### src/sv/pidl_pkg.sv
// Shared types and codes for the positional insert/delete list.
package pidl_pkg;

	localparam logic [1:0] FUNC_INSERT = 2'd0;
	localparam logic [1:0] FUNC_DELETE = 2'd1;
	localparam logic [1:0] FUNC_DUMP   = 2'd2;
	// Spare code with no operation behind it.
	localparam logic [1:0] FUNC_SPARE  = 2'd3;

	localparam logic [1:0] ST_OK     = 2'd0;
	localparam logic [1:0] ST_BEYOND = 2'd1;
	localparam logic [1:0] ST_FULL   = 2'd2;
	localparam logic [1:0] ST_BADPOS = 2'd3;

	// Most results one dump may produce.
	localparam int unsigned MAX_RESULTS = 16;

	// Load selections of one list cell.
	localparam logic [1:0] CELL_HOLD  = 2'd0;
	localparam logic [1:0] CELL_PREV  = 2'd1;
	localparam logic [1:0] CELL_NEXT  = 2'd2;
	localparam logic [1:0] CELL_FRESH = 2'd3;

	typedef struct packed {
		logic [1:0]         func;
		logic [7:0]         position;
		logic signed [31:0] value;
	} pidl_cmd_t;

	typedef struct packed {
		logic [1:0]         status;
		logic               has_element;
		logic signed [31:0] element;
		logic [3:0]         element_index;
		logic [4:0]         free_slots;
		logic               last;
	} pidl_result_t;

	typedef struct packed {
		logic [1:0] sel;
	} pidl_cell_ctrl_t;

endpackage

### src/sv/pidl_cell.sv
// One list cell: holds a single entry and loads from either neighbour or the shared bus.
module pidl_cell (
	input  logic                      clk,
	input  pidl_pkg::pidl_cell_ctrl_t ctrl,
	input  logic signed [31:0]        prev,
	input  logic signed [31:0]        next,
	input  logic signed [31:0]        fresh,
	output logic signed [31:0]        data
);
	import pidl_pkg::*;

	logic signed [31:0] data_q;

	always_ff @(posedge clk) begin
		case (ctrl.sel)
			CELL_PREV:  data_q <= prev;
			CELL_NEXT:  data_q <= next;
			CELL_FRESH: data_q <= fresh;
			default:    data_q <= data_q;
		endcase
	end

	assign data = data_q;

endmodule

### src/sv/positional_insert_delete_list_core.sv
// Top level of the positional insert/delete list: a row of shifting cells and its control.
// On insert and delete every cell from the given position onward loads from its neighbour
// at once (on insert the cell at the position takes the command value), and the single
// result appears on the result port, marked by strobe, in the cycle after the command
// transfer. A dump rotates the list through the row of cells one place per cycle, reading
// the head cell, with busy high until every entry has come round; a dump of an empty
// list never raises busy. Dump results follow one per cycle, registered from the head
// cell, and only the first sixteen entries are reported. Results cannot be held off, so
// the receiver must take each one in the cycle that strobe marks it.
module positional_insert_delete_list_core #(
	parameter int unsigned CAPACITY = 16
) (
	input  logic                   clk,
	input  logic                   arst_n,
	input  logic                   start,
	input  pidl_pkg::pidl_cmd_t    cmd,
	output logic                   busy,
	output logic                   strobe,
	output pidl_pkg::pidl_result_t result
);
	import pidl_pkg::*;

	localparam int unsigned LW = $clog2(CAPACITY + 1);
	localparam int unsigned CW = $clog2(CAPACITY);

	logic [LW-1:0]      len_q, len_d;
	logic [CW-1:0]      cnt_q, cnt_d;
	logic               busy_q, busy_d;
	logic               strobe_q, strobe_d;
	pidl_result_t       result_q, result_d;
	pidl_cell_ctrl_t    ctrl [CAPACITY];
	logic signed [31:0] cell_data [CAPACITY];
	logic signed [31:0] fresh;
	logic               accept;
	logic [8:0]         pos9, len9, cap9, p0, cnt9, nres;
	logic [1:0]         ins_status, del_status;

	assign accept = start && !busy_q;
	assign pos9   = {1'b0, cmd.position};
	assign len9   = 9'(len_q);
	assign cap9   = 9'(CAPACITY);
	assign p0     = pos9 - 9'd1;
	assign cnt9   = 9'(cnt_q);
	assign nres   = (len9 > 9'(MAX_RESULTS)) ? 9'(MAX_RESULTS) : len9;
	// During a dump the tail cell takes the head entry back, so the list is whole again.
	assign fresh  = busy_q ? cell_data[0] : cmd.value;

	always_comb begin
		if (pos9 > cap9) begin
			ins_status = ST_BEYOND;
		end else if (len9 >= cap9) begin
			ins_status = ST_FULL;
		end else if (pos9 == 9'd0 || pos9 > len9 + 9'd1) begin
			ins_status = ST_BADPOS;
		end else begin
			ins_status = ST_OK;
		end
		del_status = (pos9 == 9'd0 || pos9 > len9) ? ST_BADPOS : ST_OK;
	end

	always_comb begin
		len_d    = len_q;
		cnt_d    = cnt_q;
		busy_d   = busy_q;
		strobe_d = 1'b0;
		result_d = '0;
		for (int i = 0; i < CAPACITY; i++) begin
			ctrl[i].sel = CELL_HOLD;
		end
		if (busy_q) begin
			strobe_d               = cnt9 < 9'(MAX_RESULTS);
			result_d.status        = ST_OK;
			result_d.has_element   = 1'b1;
			result_d.element       = cell_data[0];
			result_d.element_index = 4'(cnt_q);
			result_d.free_slots    = 5'(cap9 - len9);
			result_d.last          = (cnt9 + 9'd1 == nres);
			for (int i = 0; i < CAPACITY; i++) begin
				if (9'(i) + 9'd1 < len9) begin
					ctrl[i].sel = CELL_NEXT;
				end else if (9'(i) + 9'd1 == len9) begin
					ctrl[i].sel = CELL_FRESH;
				end
			end
			if (cnt9 + 9'd1 == len9) begin
				busy_d = 1'b0;
				cnt_d  = '0;
			end else begin
				cnt_d = cnt_q + CW'(1);
			end
		end else if (accept) begin
			strobe_d      = 1'b1;
			result_d.last = 1'b1;
			case (cmd.func)
				FUNC_INSERT: begin
					result_d.status = ins_status;
					if (ins_status == ST_OK) begin
						len_d = len_q + LW'(1);
						for (int i = 0; i < CAPACITY; i++) begin
							if (9'(i) == p0) begin
								ctrl[i].sel = CELL_FRESH;
							end else if (9'(i) > p0) begin
								ctrl[i].sel = CELL_PREV;
							end
						end
					end
				end
				FUNC_DELETE: begin
					result_d.status = del_status;
					if (del_status == ST_OK) begin
						len_d = len_q - LW'(1);
						for (int i = 0; i < CAPACITY; i++) begin
							if (9'(i) >= p0) begin
								ctrl[i].sel = CELL_NEXT;
							end
						end
					end
				end
				FUNC_DUMP: begin
					if (len9 != 9'd0) begin
						strobe_d = 1'b0;
						busy_d   = 1'b1;
						cnt_d    = '0;
					end
				end
				default: begin
					result_d.status = ST_OK;
				end
			endcase
			result_d.free_slots = 5'(cap9 - 9'(len_d));
		end
	end

	for (genvar g = 0; g < CAPACITY; g++) begin : g_cell
		logic signed [31:0] prev_w, next_w;
		if (g == 0) begin : g_head
			assign prev_w = '0;
		end else begin : g_body
			assign prev_w = cell_data[g-1];
		end
		if (g == CAPACITY - 1) begin : g_tail
			assign next_w = '0;
		end else begin : g_link
			assign next_w = cell_data[g+1];
		end
		pidl_cell u_cell (
			.clk   (clk),
			.ctrl  (ctrl[g]),
			.prev  (prev_w),
			.next  (next_w),
			.fresh (fresh),
			.data  (cell_data[g])
		);
	end

	always_ff @(posedge clk or negedge arst_n) begin
		if (!arst_n) begin
			len_q    <= '0;
			cnt_q    <= '0;
			busy_q   <= 1'b0;
			strobe_q <= 1'b0;
		end else begin
			len_q    <= len_d;
			cnt_q    <= cnt_d;
			busy_q   <= busy_d;
			strobe_q <= strobe_d;
		end
	end

	always_ff @(posedge clk) begin
		result_q <= result_d;
	end

	assign busy   = busy_q;
	assign strobe = strobe_q;
	assign result = result_q;

	a_len_bounded: assert property (@(posedge clk) disable iff (!arst_n)
		9'(len_q) <= 9'(CAPACITY))
		else $error("list length above capacity");

	a_cnt_in_list: assert property (@(posedge clk) disable iff (!arst_n)
		busy_q |-> 9'(cnt_q) < 9'(len_q))
		else $error("dump counter past the end of the list");

	// A list longer than the result limit keeps rotating after its final result.
	a_last_ends_dump: assert property (@(posedge clk) disable iff (!arst_n)
		(strobe_q && result_q.last && 9'(len_q) <= 9'(MAX_RESULTS)) |-> !busy_q)
		else $error("final result shown while still busy");

	a_dump_emits: assert property (@(posedge clk) disable iff (!arst_n)
		(busy_q && 9'(cnt_q) < 9'(MAX_RESULTS)) |=> strobe_q)
		else $error("dump step produced no result");

	a_len_steady_dump: assert property (@(posedge clk) disable iff (!arst_n)
		busy_q |=> $stable(len_q))
		else $error("list length changed during a dump");

endmodule
### config.mk
export PLATFORM = sky130hd
export DESIGN_NAME = positional_insert_delete_list_core
export DESIGN_NICKNAME = d
export VERILOG_FILES = /design/src/sv/pidl_pkg.sv /design/src/sv/pidl_cell.sv /design/src/sv/positional_insert_delete_list_core.sv
export SDC_FILE = /design/constraint.sdc
export NUM_CORES = 1
export LEC_CHECK = 0
export BUFFER_PORTS_ARGS = -buffer_cell sky130_fd_sc_hd__buf_4
export CAP_MARGIN = 5
export CORE_UTILIZATION = 50
export DETAILED_ROUTE_END_ITERATION = 10
export PLACE_DENSITY = 0.63
export SYNTH_ARGS = -nofsm -noshare
export SYNTH_HDL_FRONTEND = slang
export SYNTH_SLANG_ARGS = --single-unit
### constraint.sdc
create_clock -name clk -period 11.8 [get_ports clk]
set_input_delay 1.77 -clock clk [delete_from_list [all_inputs] [get_ports clk]]
set_output_delay 1.77 -clock clk [all_outputs]
set_load 0.01 [all_outputs]
==> metrics.txt, run 1 <==
status=complete, no violations; GRT Total Usage=0.2747; min Tclk post-route=6.166 ns; CP Launch Point=len_q[1]$_DFFE_PN0P_; Util after Layout=0.5610; sequential share of the synthesized area=0.5538; Tcrit/Tclk final=0.5226; dpl ws=5.060 ns; hold_buf cts=0; Detail Route Antenna Nets=0; CP max stage cell=dfrtp_1; Area growth syn-to-layout=10.78%; Crit path arrival time=6.42 ns; CTS Buf Count=61; worst min-delay path class=reg2reg; Setup CP Type=reg2reg; Worst Hold Path Cells=1; Post-Layout Cell Count=3448; initial drt markers=1378; vias in the first global route=22180; DR WL/cell=24.08 µm; proportion of layout cells with a drive suffix above 1=0.1222; GP Congestion=0.8563; DRT Pass-1 Iters=5; Congestion Overflow GR=0; CTS clk-pin slew, worst paths=0.07 ns; Int Pwr=5073 µW; crit path max fanout=65; drt drc=0; Gate power share=0.336; DIE WIDTH=246.5 µm; post-synthesis cell count=2643; CTS tree=built; FF+latch count, synth=568; Setup crit end kind=flip-flop; initial antenna violation count=0; worst stage delay on the critical path=0.73 ns; Bufs on Longest Clock Path=3; DP Wirelength=58380 µm; post-cts resize count=0; die area=60760 µm²; Post-Route WL=83040 µm; unrepaired setup endpoints after global routing=false; clock share of power=0.257; vias per cell=6.004; Area contributors post-synth=edfxtp_1 (51%), mux2i_1 (12%), a21oi_1 (5.1%); top-count cell post-synth=edfxtp_1; VDD IR-drop max=274.7 µV; TNS Setup=0 ns; PwrDens=243.0 nW/µm²; leading cell types by count after synthesis=edfxtp_1 (512), mux2i_1 (352), nor2_1 (324); Synth top area share=0.5144; HP Start=g_cell[0].u_cell.data[15]$_DFFE_PP_; Netlist cell types=86; setup ws final=5.634 ns; ys flop type=edfxtp_1; Inst Count DP=3331; Port Buf Inserts=91; final hold vios=0; R2R setup slack=5.63 ns; Final nets=2690; Worst EP required=12.06 ns; switch share=0.3695; crit path cell chain=nand2_1 -> nor2_1 -> nand3_1 -> ha_1 -> a2111oi_1 -> nand3_1 -> and2_1 -> nor4_2 -> a221o_2 -> buf_4 -> nand2b_1 -> buf_4; Syn Area/Cell=11.31 µm²; core box area=59020 µm²; I/O pin count=92; Post-CTS Setup Inserts=0; syn nets=2711; CTS Root Cell=clkbuf_16; H-tree levels=2; portion of total power attributed to sequential cells=0.407; Ant. Diodes=0; Switch Pwr=2973 µW; end of the worst hold path=result[25]$_SDFF_PN0_; Clock Sinks=568; worst r2r src=len_q[1]$_DFFE_PN0P_; largest net degree at the start of global routing=66; Initial Util=0.5064; cell count of the worst reg-to-reg path=12; fmax=162.2 MHz; max_cap viols=0; startpoint types=flip-flop; Max Slew Vio Count=0; clk_skew=0.01635 ns; leakage power=0.01244 µW; Final Power=8045 µW; routed via count=20700; Chip Height=246.5 µm; measured slew at the worst slew-check pin=1.334 ns; post-synth top area cell=edfxtp_1; Slew headroom=0.1107; first-pass GRT wire length=128400 µm; setup-violating endpoint count in the final report=0; Synth Warn #=0; Crit Reg-Reg Endpoint=g_cell[13].u_cell.data[4]$_DFFE_PP_; clk_lat worst skew=0.63 ns; Async SR Flop Fraction=0.01937; mapped cell area=29890 µm²; # rows=89; Post-synth EDFFs=512
[routing by layer]
layer | GRT usage | vias up | wire, µm
li1 | - | 9682 | -
met1 | 0.3157 | 10460 | 32040
met2 | 0.5239 | 420 | 45790
met3 | 0.03007 | 138 | 2668
met4 | 0.09150 | 0 | 2544
met5 | 0 | - | 0
[critical path: cells and delay by family, from the launching register on]
kind,cells,cell delay (ns)
fa+ha+maj,1,0.32
buf+inv,2,1.02
flops,1,0.73
compound gates,2,0.80
simple gates,7,2.82
[worst max-delay path by stage]
stage / slack [ns] / depth (start not counted) / end
5_1_grt: 5.39 / 12 / g_cell[13].u_cell.data[9]$_DFFE_PP_
3_5_place_dp: 5.06 / 12 / g_cell[5].u_cell.data[31]$_DFFE_PP_
4_1_cts: 5.70 / 12 / g_cell[5].u_cell.data[22]$_DFFE_PP_
2_1_floorplan: 5.53 / 9 / g_cell[11].u_cell.data[0]$_DFFE_PP_
3_3_place_gp: 5.24 / 12 / g_cell[5].u_cell.data[16]$_DFFE_PP_
6_report: 5.63 / 12 / g_cell[13].u_cell.data[4]$_DFFE_PP_
[logic make-up (layout without fill, tap and decap cells)]
family          Yosys count  after routing  synth area share
compound gates          659            659            0.1308
simple gates            650            650           0.09311
flops                   568            568            0.5538
mux                     480            480            0.1661
buf+inv                 240            272           0.03981
fa+ha+maj                23             23          0.009629
xor+xnor                 23             23          0.006740
[layout by cell type, fill, tap and decap left out, types with 10 or more instances in the layout]
cell type  instances
edfxtp_1         512
o21ai_0           32
ha_1              23
mux2i_1          352
buf_4            134
nor2_1           324
o21ai_1          156
mux2_2            32
dfrtp_1           10
bufinv_16         12
a21o_1            35
nor3_1            12
clkbuf_16         63
a21oi_1          301
xnor2_1           17
clkinv_2          17
dfxtp_1           45
and2_1            38
clkinv_1          13
inv_1             19
nand2_1          207
mux2_1            96
nand3_1           14
a22oi_1           33
a211oi_1          32
[registers in the layout, summed over array words and instances (netlist names)]
signal	cells
result	45
busy	1
len_q	5
strobe	1
g_cell.u_cell.data	512
cnt_q	4
[through the flow]
stage / area (µm²) / hold slack [ns]
6_report: 33110 / 0.5364
5_1_grt: 33110 / 0.5624
4_1_cts: 33080 / 0.5386
3_5_place_dp: 30930 / 0.5255
3_3_place_gp: 30930 / 0.5169
2_1_floorplan: 29890 / 0.4900
[power groups by stage]
stage          registers [µW]  clock network (µW)  logic [µW]
2_1_floorplan            3210                   0        1850
5_1_grt                  3320                2170        2970
3_5_place_dp             3310                   0        2720
3_3_place_gp             3310                   0        2660
4_1_cts                  3280                2090        2730
6_report                 3270                2070        2700
[area by class of cell]
type | instances | area, µm²
clock inverters | 48 | 543.0
flip-flops and latches | 568 | 16550
clock buffers | 68 | 1605
well taps | 773 | 967.2
multi-input cells | 1835 | 12330
repair buffers | 135 | 1033
inverters | 21 | 78.83
fillers | 5142 | 25910
No activity file was read; power rests on OpenSTA's default activity.
==> run 2, diff against run 1 <==
- ABC_AREA: default -> 1
- PLACE_DENSITY: 0.63 -> 0.66
- clock period: 11.8 -> 5.2 ns (I/O delays scaled with it)
==> metrics.txt, run 2 <==
status=complete, no violations; clk_lat worst skew=0.64 ns (about the same); Area growth syn-to-layout=9.392%; initial antenna violation count=0 (unchanged); Netlist cell types=51 (-41%); CTS tree=built; Worst EP required=5.70 ns (-6.36 ns); CTS clk-pin slew, worst paths=0.08 ns (about the same); commonest non-fill, non-tap cell in the layout=nand3_1; GRT Total Usage=0.3406 (+0.06591); Slew headroom=0.06222 (-0.04851); Final nets=3523 (+31%); Ant. Diodes=0 (unchanged); Initial Util=0.5059 (about the same); Setup crit end kind=flip-flop; switch share=0.4542 (+0.08471); Util after Layout=0.5535 (-0.007534); area occupied by multi-input gates=11960 µm² (-3.0%); Area contributors post-synth=edfxtp_1 (50%), nand3_1 (21%), nand2_1 (12%); worst stage delay on the critical path=0.70 ns (-0.03 ns); leakage power=0.01361 µW (+9.4%); post-synthesis cell count=3509 (+33%); core box area=60250 µm² (+2.1%); Post-Route WL=107900 µm (+30%); Synth Warn #=0 (unchanged); FF+latch count, synth=568 (unchanged); Switch Pwr=12150 µW (+310%); Worst Hold Path Cells=2 (+1); Gate power share=0.425 (+0.089); setup-violating endpoint count in the final report=0 (unchanged); min Tclk post-route=4.312 ns (-1.854 ns); Clock Sinks=568 (unchanged); Max Slew Vio Count=0 (unchanged); Final Power=26740 µW (+230%); Synth top area share=0.5044 (-0.01001); ys flop type=edfxtp_1; drt drc=0 (unchanged); CP Launch Point=len_q[2]$_DFFE_PN0P_; startpoint types=flip-flop; Bufs on Longest Clock Path=3 (unchanged); sequential share of the synthesized area=0.5430 (-0.01077); VDD IR-drop max=628.9 µV (+130%); leading cell types by count after synthesis=nand3_1 (1288), nand2_1 (941), edfxtp_1 (512); mapped cell area=30480 µm² (+2.0%); initial drt markers=3720 (+170%); CP max stage cell=dfrtp_1; GP Congestion=0.9413 (+9.9%); measured slew at the worst slew-check pin=1.403 ns (+0.06937 ns); unrepaired setup endpoints after global routing=false; Setup CP Type=reg2reg; vias in the first global route=25720 (+16%); CTS Root Cell=clkbuf_16; # rows=90 (+1.1%); Crit path buffers/inverters=2 (unchanged); first-pass GRT wire length=159900 µm (+24%); Chip Height=248.9 µm (+0.98%); routed via count=27220 (+32%); crit path cell chain=clkinv_1 -> o21ai_0 -> nand2_1 -> ha_1 -> nand2_1 -> a21oi_1 -> nand4_1 -> nand2_1 -> nand4_4 -> nor2_4 -> nand4_1 -> nand2_1 -> inv_2 -> nor2_4 -> nand2_1 -> nand3_1; clock share of power=0.167 (-0.090); Port Buf Inserts=91 (unchanged); syn nets=3577 (+32%); largest net degree at the start of global routing=66 (unchanged); crit path max fanout=33 (-49%); max_cap viols=0 (unchanged); fmax=231.9 MHz (+43%); post-synth top area cell=edfxtp_1; WHS=0.5012 ns (-0.03529 ns); clk_skew=0.02328 ns (+0.006928 ns); R2R setup slack=0.89 ns (-4.75 ns); final hold vios=0 (unchanged); max reg flops=512 (unchanged); Fill cells=5410 (+5.2%); Tcrit/Tclk final=0.8292 (+0.3067); worst min-delay path class=reg2reg; H-tree levels=2 (unchanged); post-cts resize count=0 (unchanged); Detail Route Antenna Nets=0 (unchanged); Crit Reg-Reg Endpoint=g_cell[13].u_cell.data[9]$_DFFE_PP_; DP Wirelength=73640 µm (+26%); Seq. cell area=16550 µm² (unchanged); top-count cell post-synth=nand3_1; Crit path arrival time=4.81 ns (-1.61 ns); worst r2r src=len_q[2]$_DFFE_PN0P_; DR WL/cell=25.18 µm (+4.5%); Async SR Flop Fraction=0.01937 (unchanged); dpl ws=0.9711 ns (-4.088 ns); CP top delay family=simple AND/OR/NAND/NOR gates; hold_buf cts=1 (+1); I/O pin count=92 (unchanged); Post-synth EDFFs=512 (unchanged); CTS Buf Count=59 (-3.3%); Syn Area/Cell=8.686 µm² (-23%); DIE WIDTH=248.9 µm (+0.98%); most frequent cells in the layout=nand3_1 (1288), nand2_1 (929), edfxtp_1 (512); Congestion Overflow GR=0 (unchanged); vias per cell=6.350 (+5.8%); Int Pwr=14600 µW (+190%); setup ws final=0.8880 ns (-4.746 ns); cell count of the worst reg-to-reg path=16 (+4); TNS Setup=0 ns (unchanged); proportion of layout cells with a drive suffix above 1=0.09929 (-0.02296); CP most frequent cell=nand2_1; end of the worst hold path=result[41]$_SDFF_PN0_; PwrDens=802.1 nW/µm² (+230%); portion of total power attributed to sequential cells=0.408 (about the same); Post-CTS Setup Inserts=0 (unchanged); HP Start=g_cell[0].u_cell.data[31]$_DFFE_PP_; DRT Pass-1 Iters=6 (+1); die area=61950 µm² (+2.0%)
## run 2: worst max path at each step
stage	to	slack [ns]	depth (start not counted)
2_1_floorplan	g_cell[12].u_cell.data[0]$_DFFE_PP_	1.38	20
4_1_cts	g_cell[13].u_cell.data[9]$_DFFE_PP_	1.0	16
5_1_grt	g_cell[13].u_cell.data[9]$_DFFE_PP_	0.66	16
3_3_place_gp	g_cell[4].u_cell.data[24]$_DFFE_PP_	1.04	17
6_report	g_cell[13].u_cell.data[9]$_DFFE_PP_	0.89	16
3_5_place_dp	g_cell[4].u_cell.data[27]$_DFFE_PP_	0.97	17
## run 2: cell families after synthesis
| group | synth area share |
|---|---|
| and+or+nand+nor | 0.3630 |
| DFF | 0.5430 |
| muxes | 0.0003284 |
| adders and majority gates | 0.009441 |
| xor gates and xnor gates | 0.003202 |
| AOI/OAI and AO/OA | 0.01539 |
| buffers and inverters | 0.06564 |
## run 2: final cells by class
type / count / share of cell area
clock buffers: 76 / 0.04777
clock inverters: 35 / 0.01220
inverters: 129 / 0.01460
multi-input cells: 2519 / 0.3588
flip-flops and latches: 568 / 0.4964
well taps: 782 / 0.02934
repair buffers: 178 / 0.04090
## run 2: tightest hold or removal path: cells and delay by family, from the launching register on
family                 cells  cell delay (ns)
and+or+nand+nor            1             0.07
buffers and inverters      1             0.05
DFF                        1             0.36
## run 2: metrics by stage
| step | cell area [µm²] | std cells |
|---|---|---|
| final | 33340 | 4287 |
| after global routing | 33340 | 4287 |
| after CTS | 33340 | 4287 |
| after detailed placement | 31330 | 4175 |
| after global placement | 31330 | 4175 |
| after floorplan | 30480 | 3509 |
## run 2: power groups by stage
stage / Sequential, µW / Clock [µW] / Combinational, µW
detailed placement: 10900 / 0 / 11100
finish: 10900 / 4480 / 11400
CTS: 10800 / 4490 / 11100
floorplan: 9830 / 0 / 7750
global placement: 10900 / 0 / 10800
global route: 11000 / 4640 / 12300
## run 2: per-layer routing
layer / up-vias / track usage / wire [µm]
met3: 336 / 0.05726 / 10460
met1: 13050 / 0.4465 / 41140
met4: 0 / 0.2130 / 7334
li1: 12200 / - / -
met5: - / 0 / 0
met2: 1636 / 0.5281 / 49010
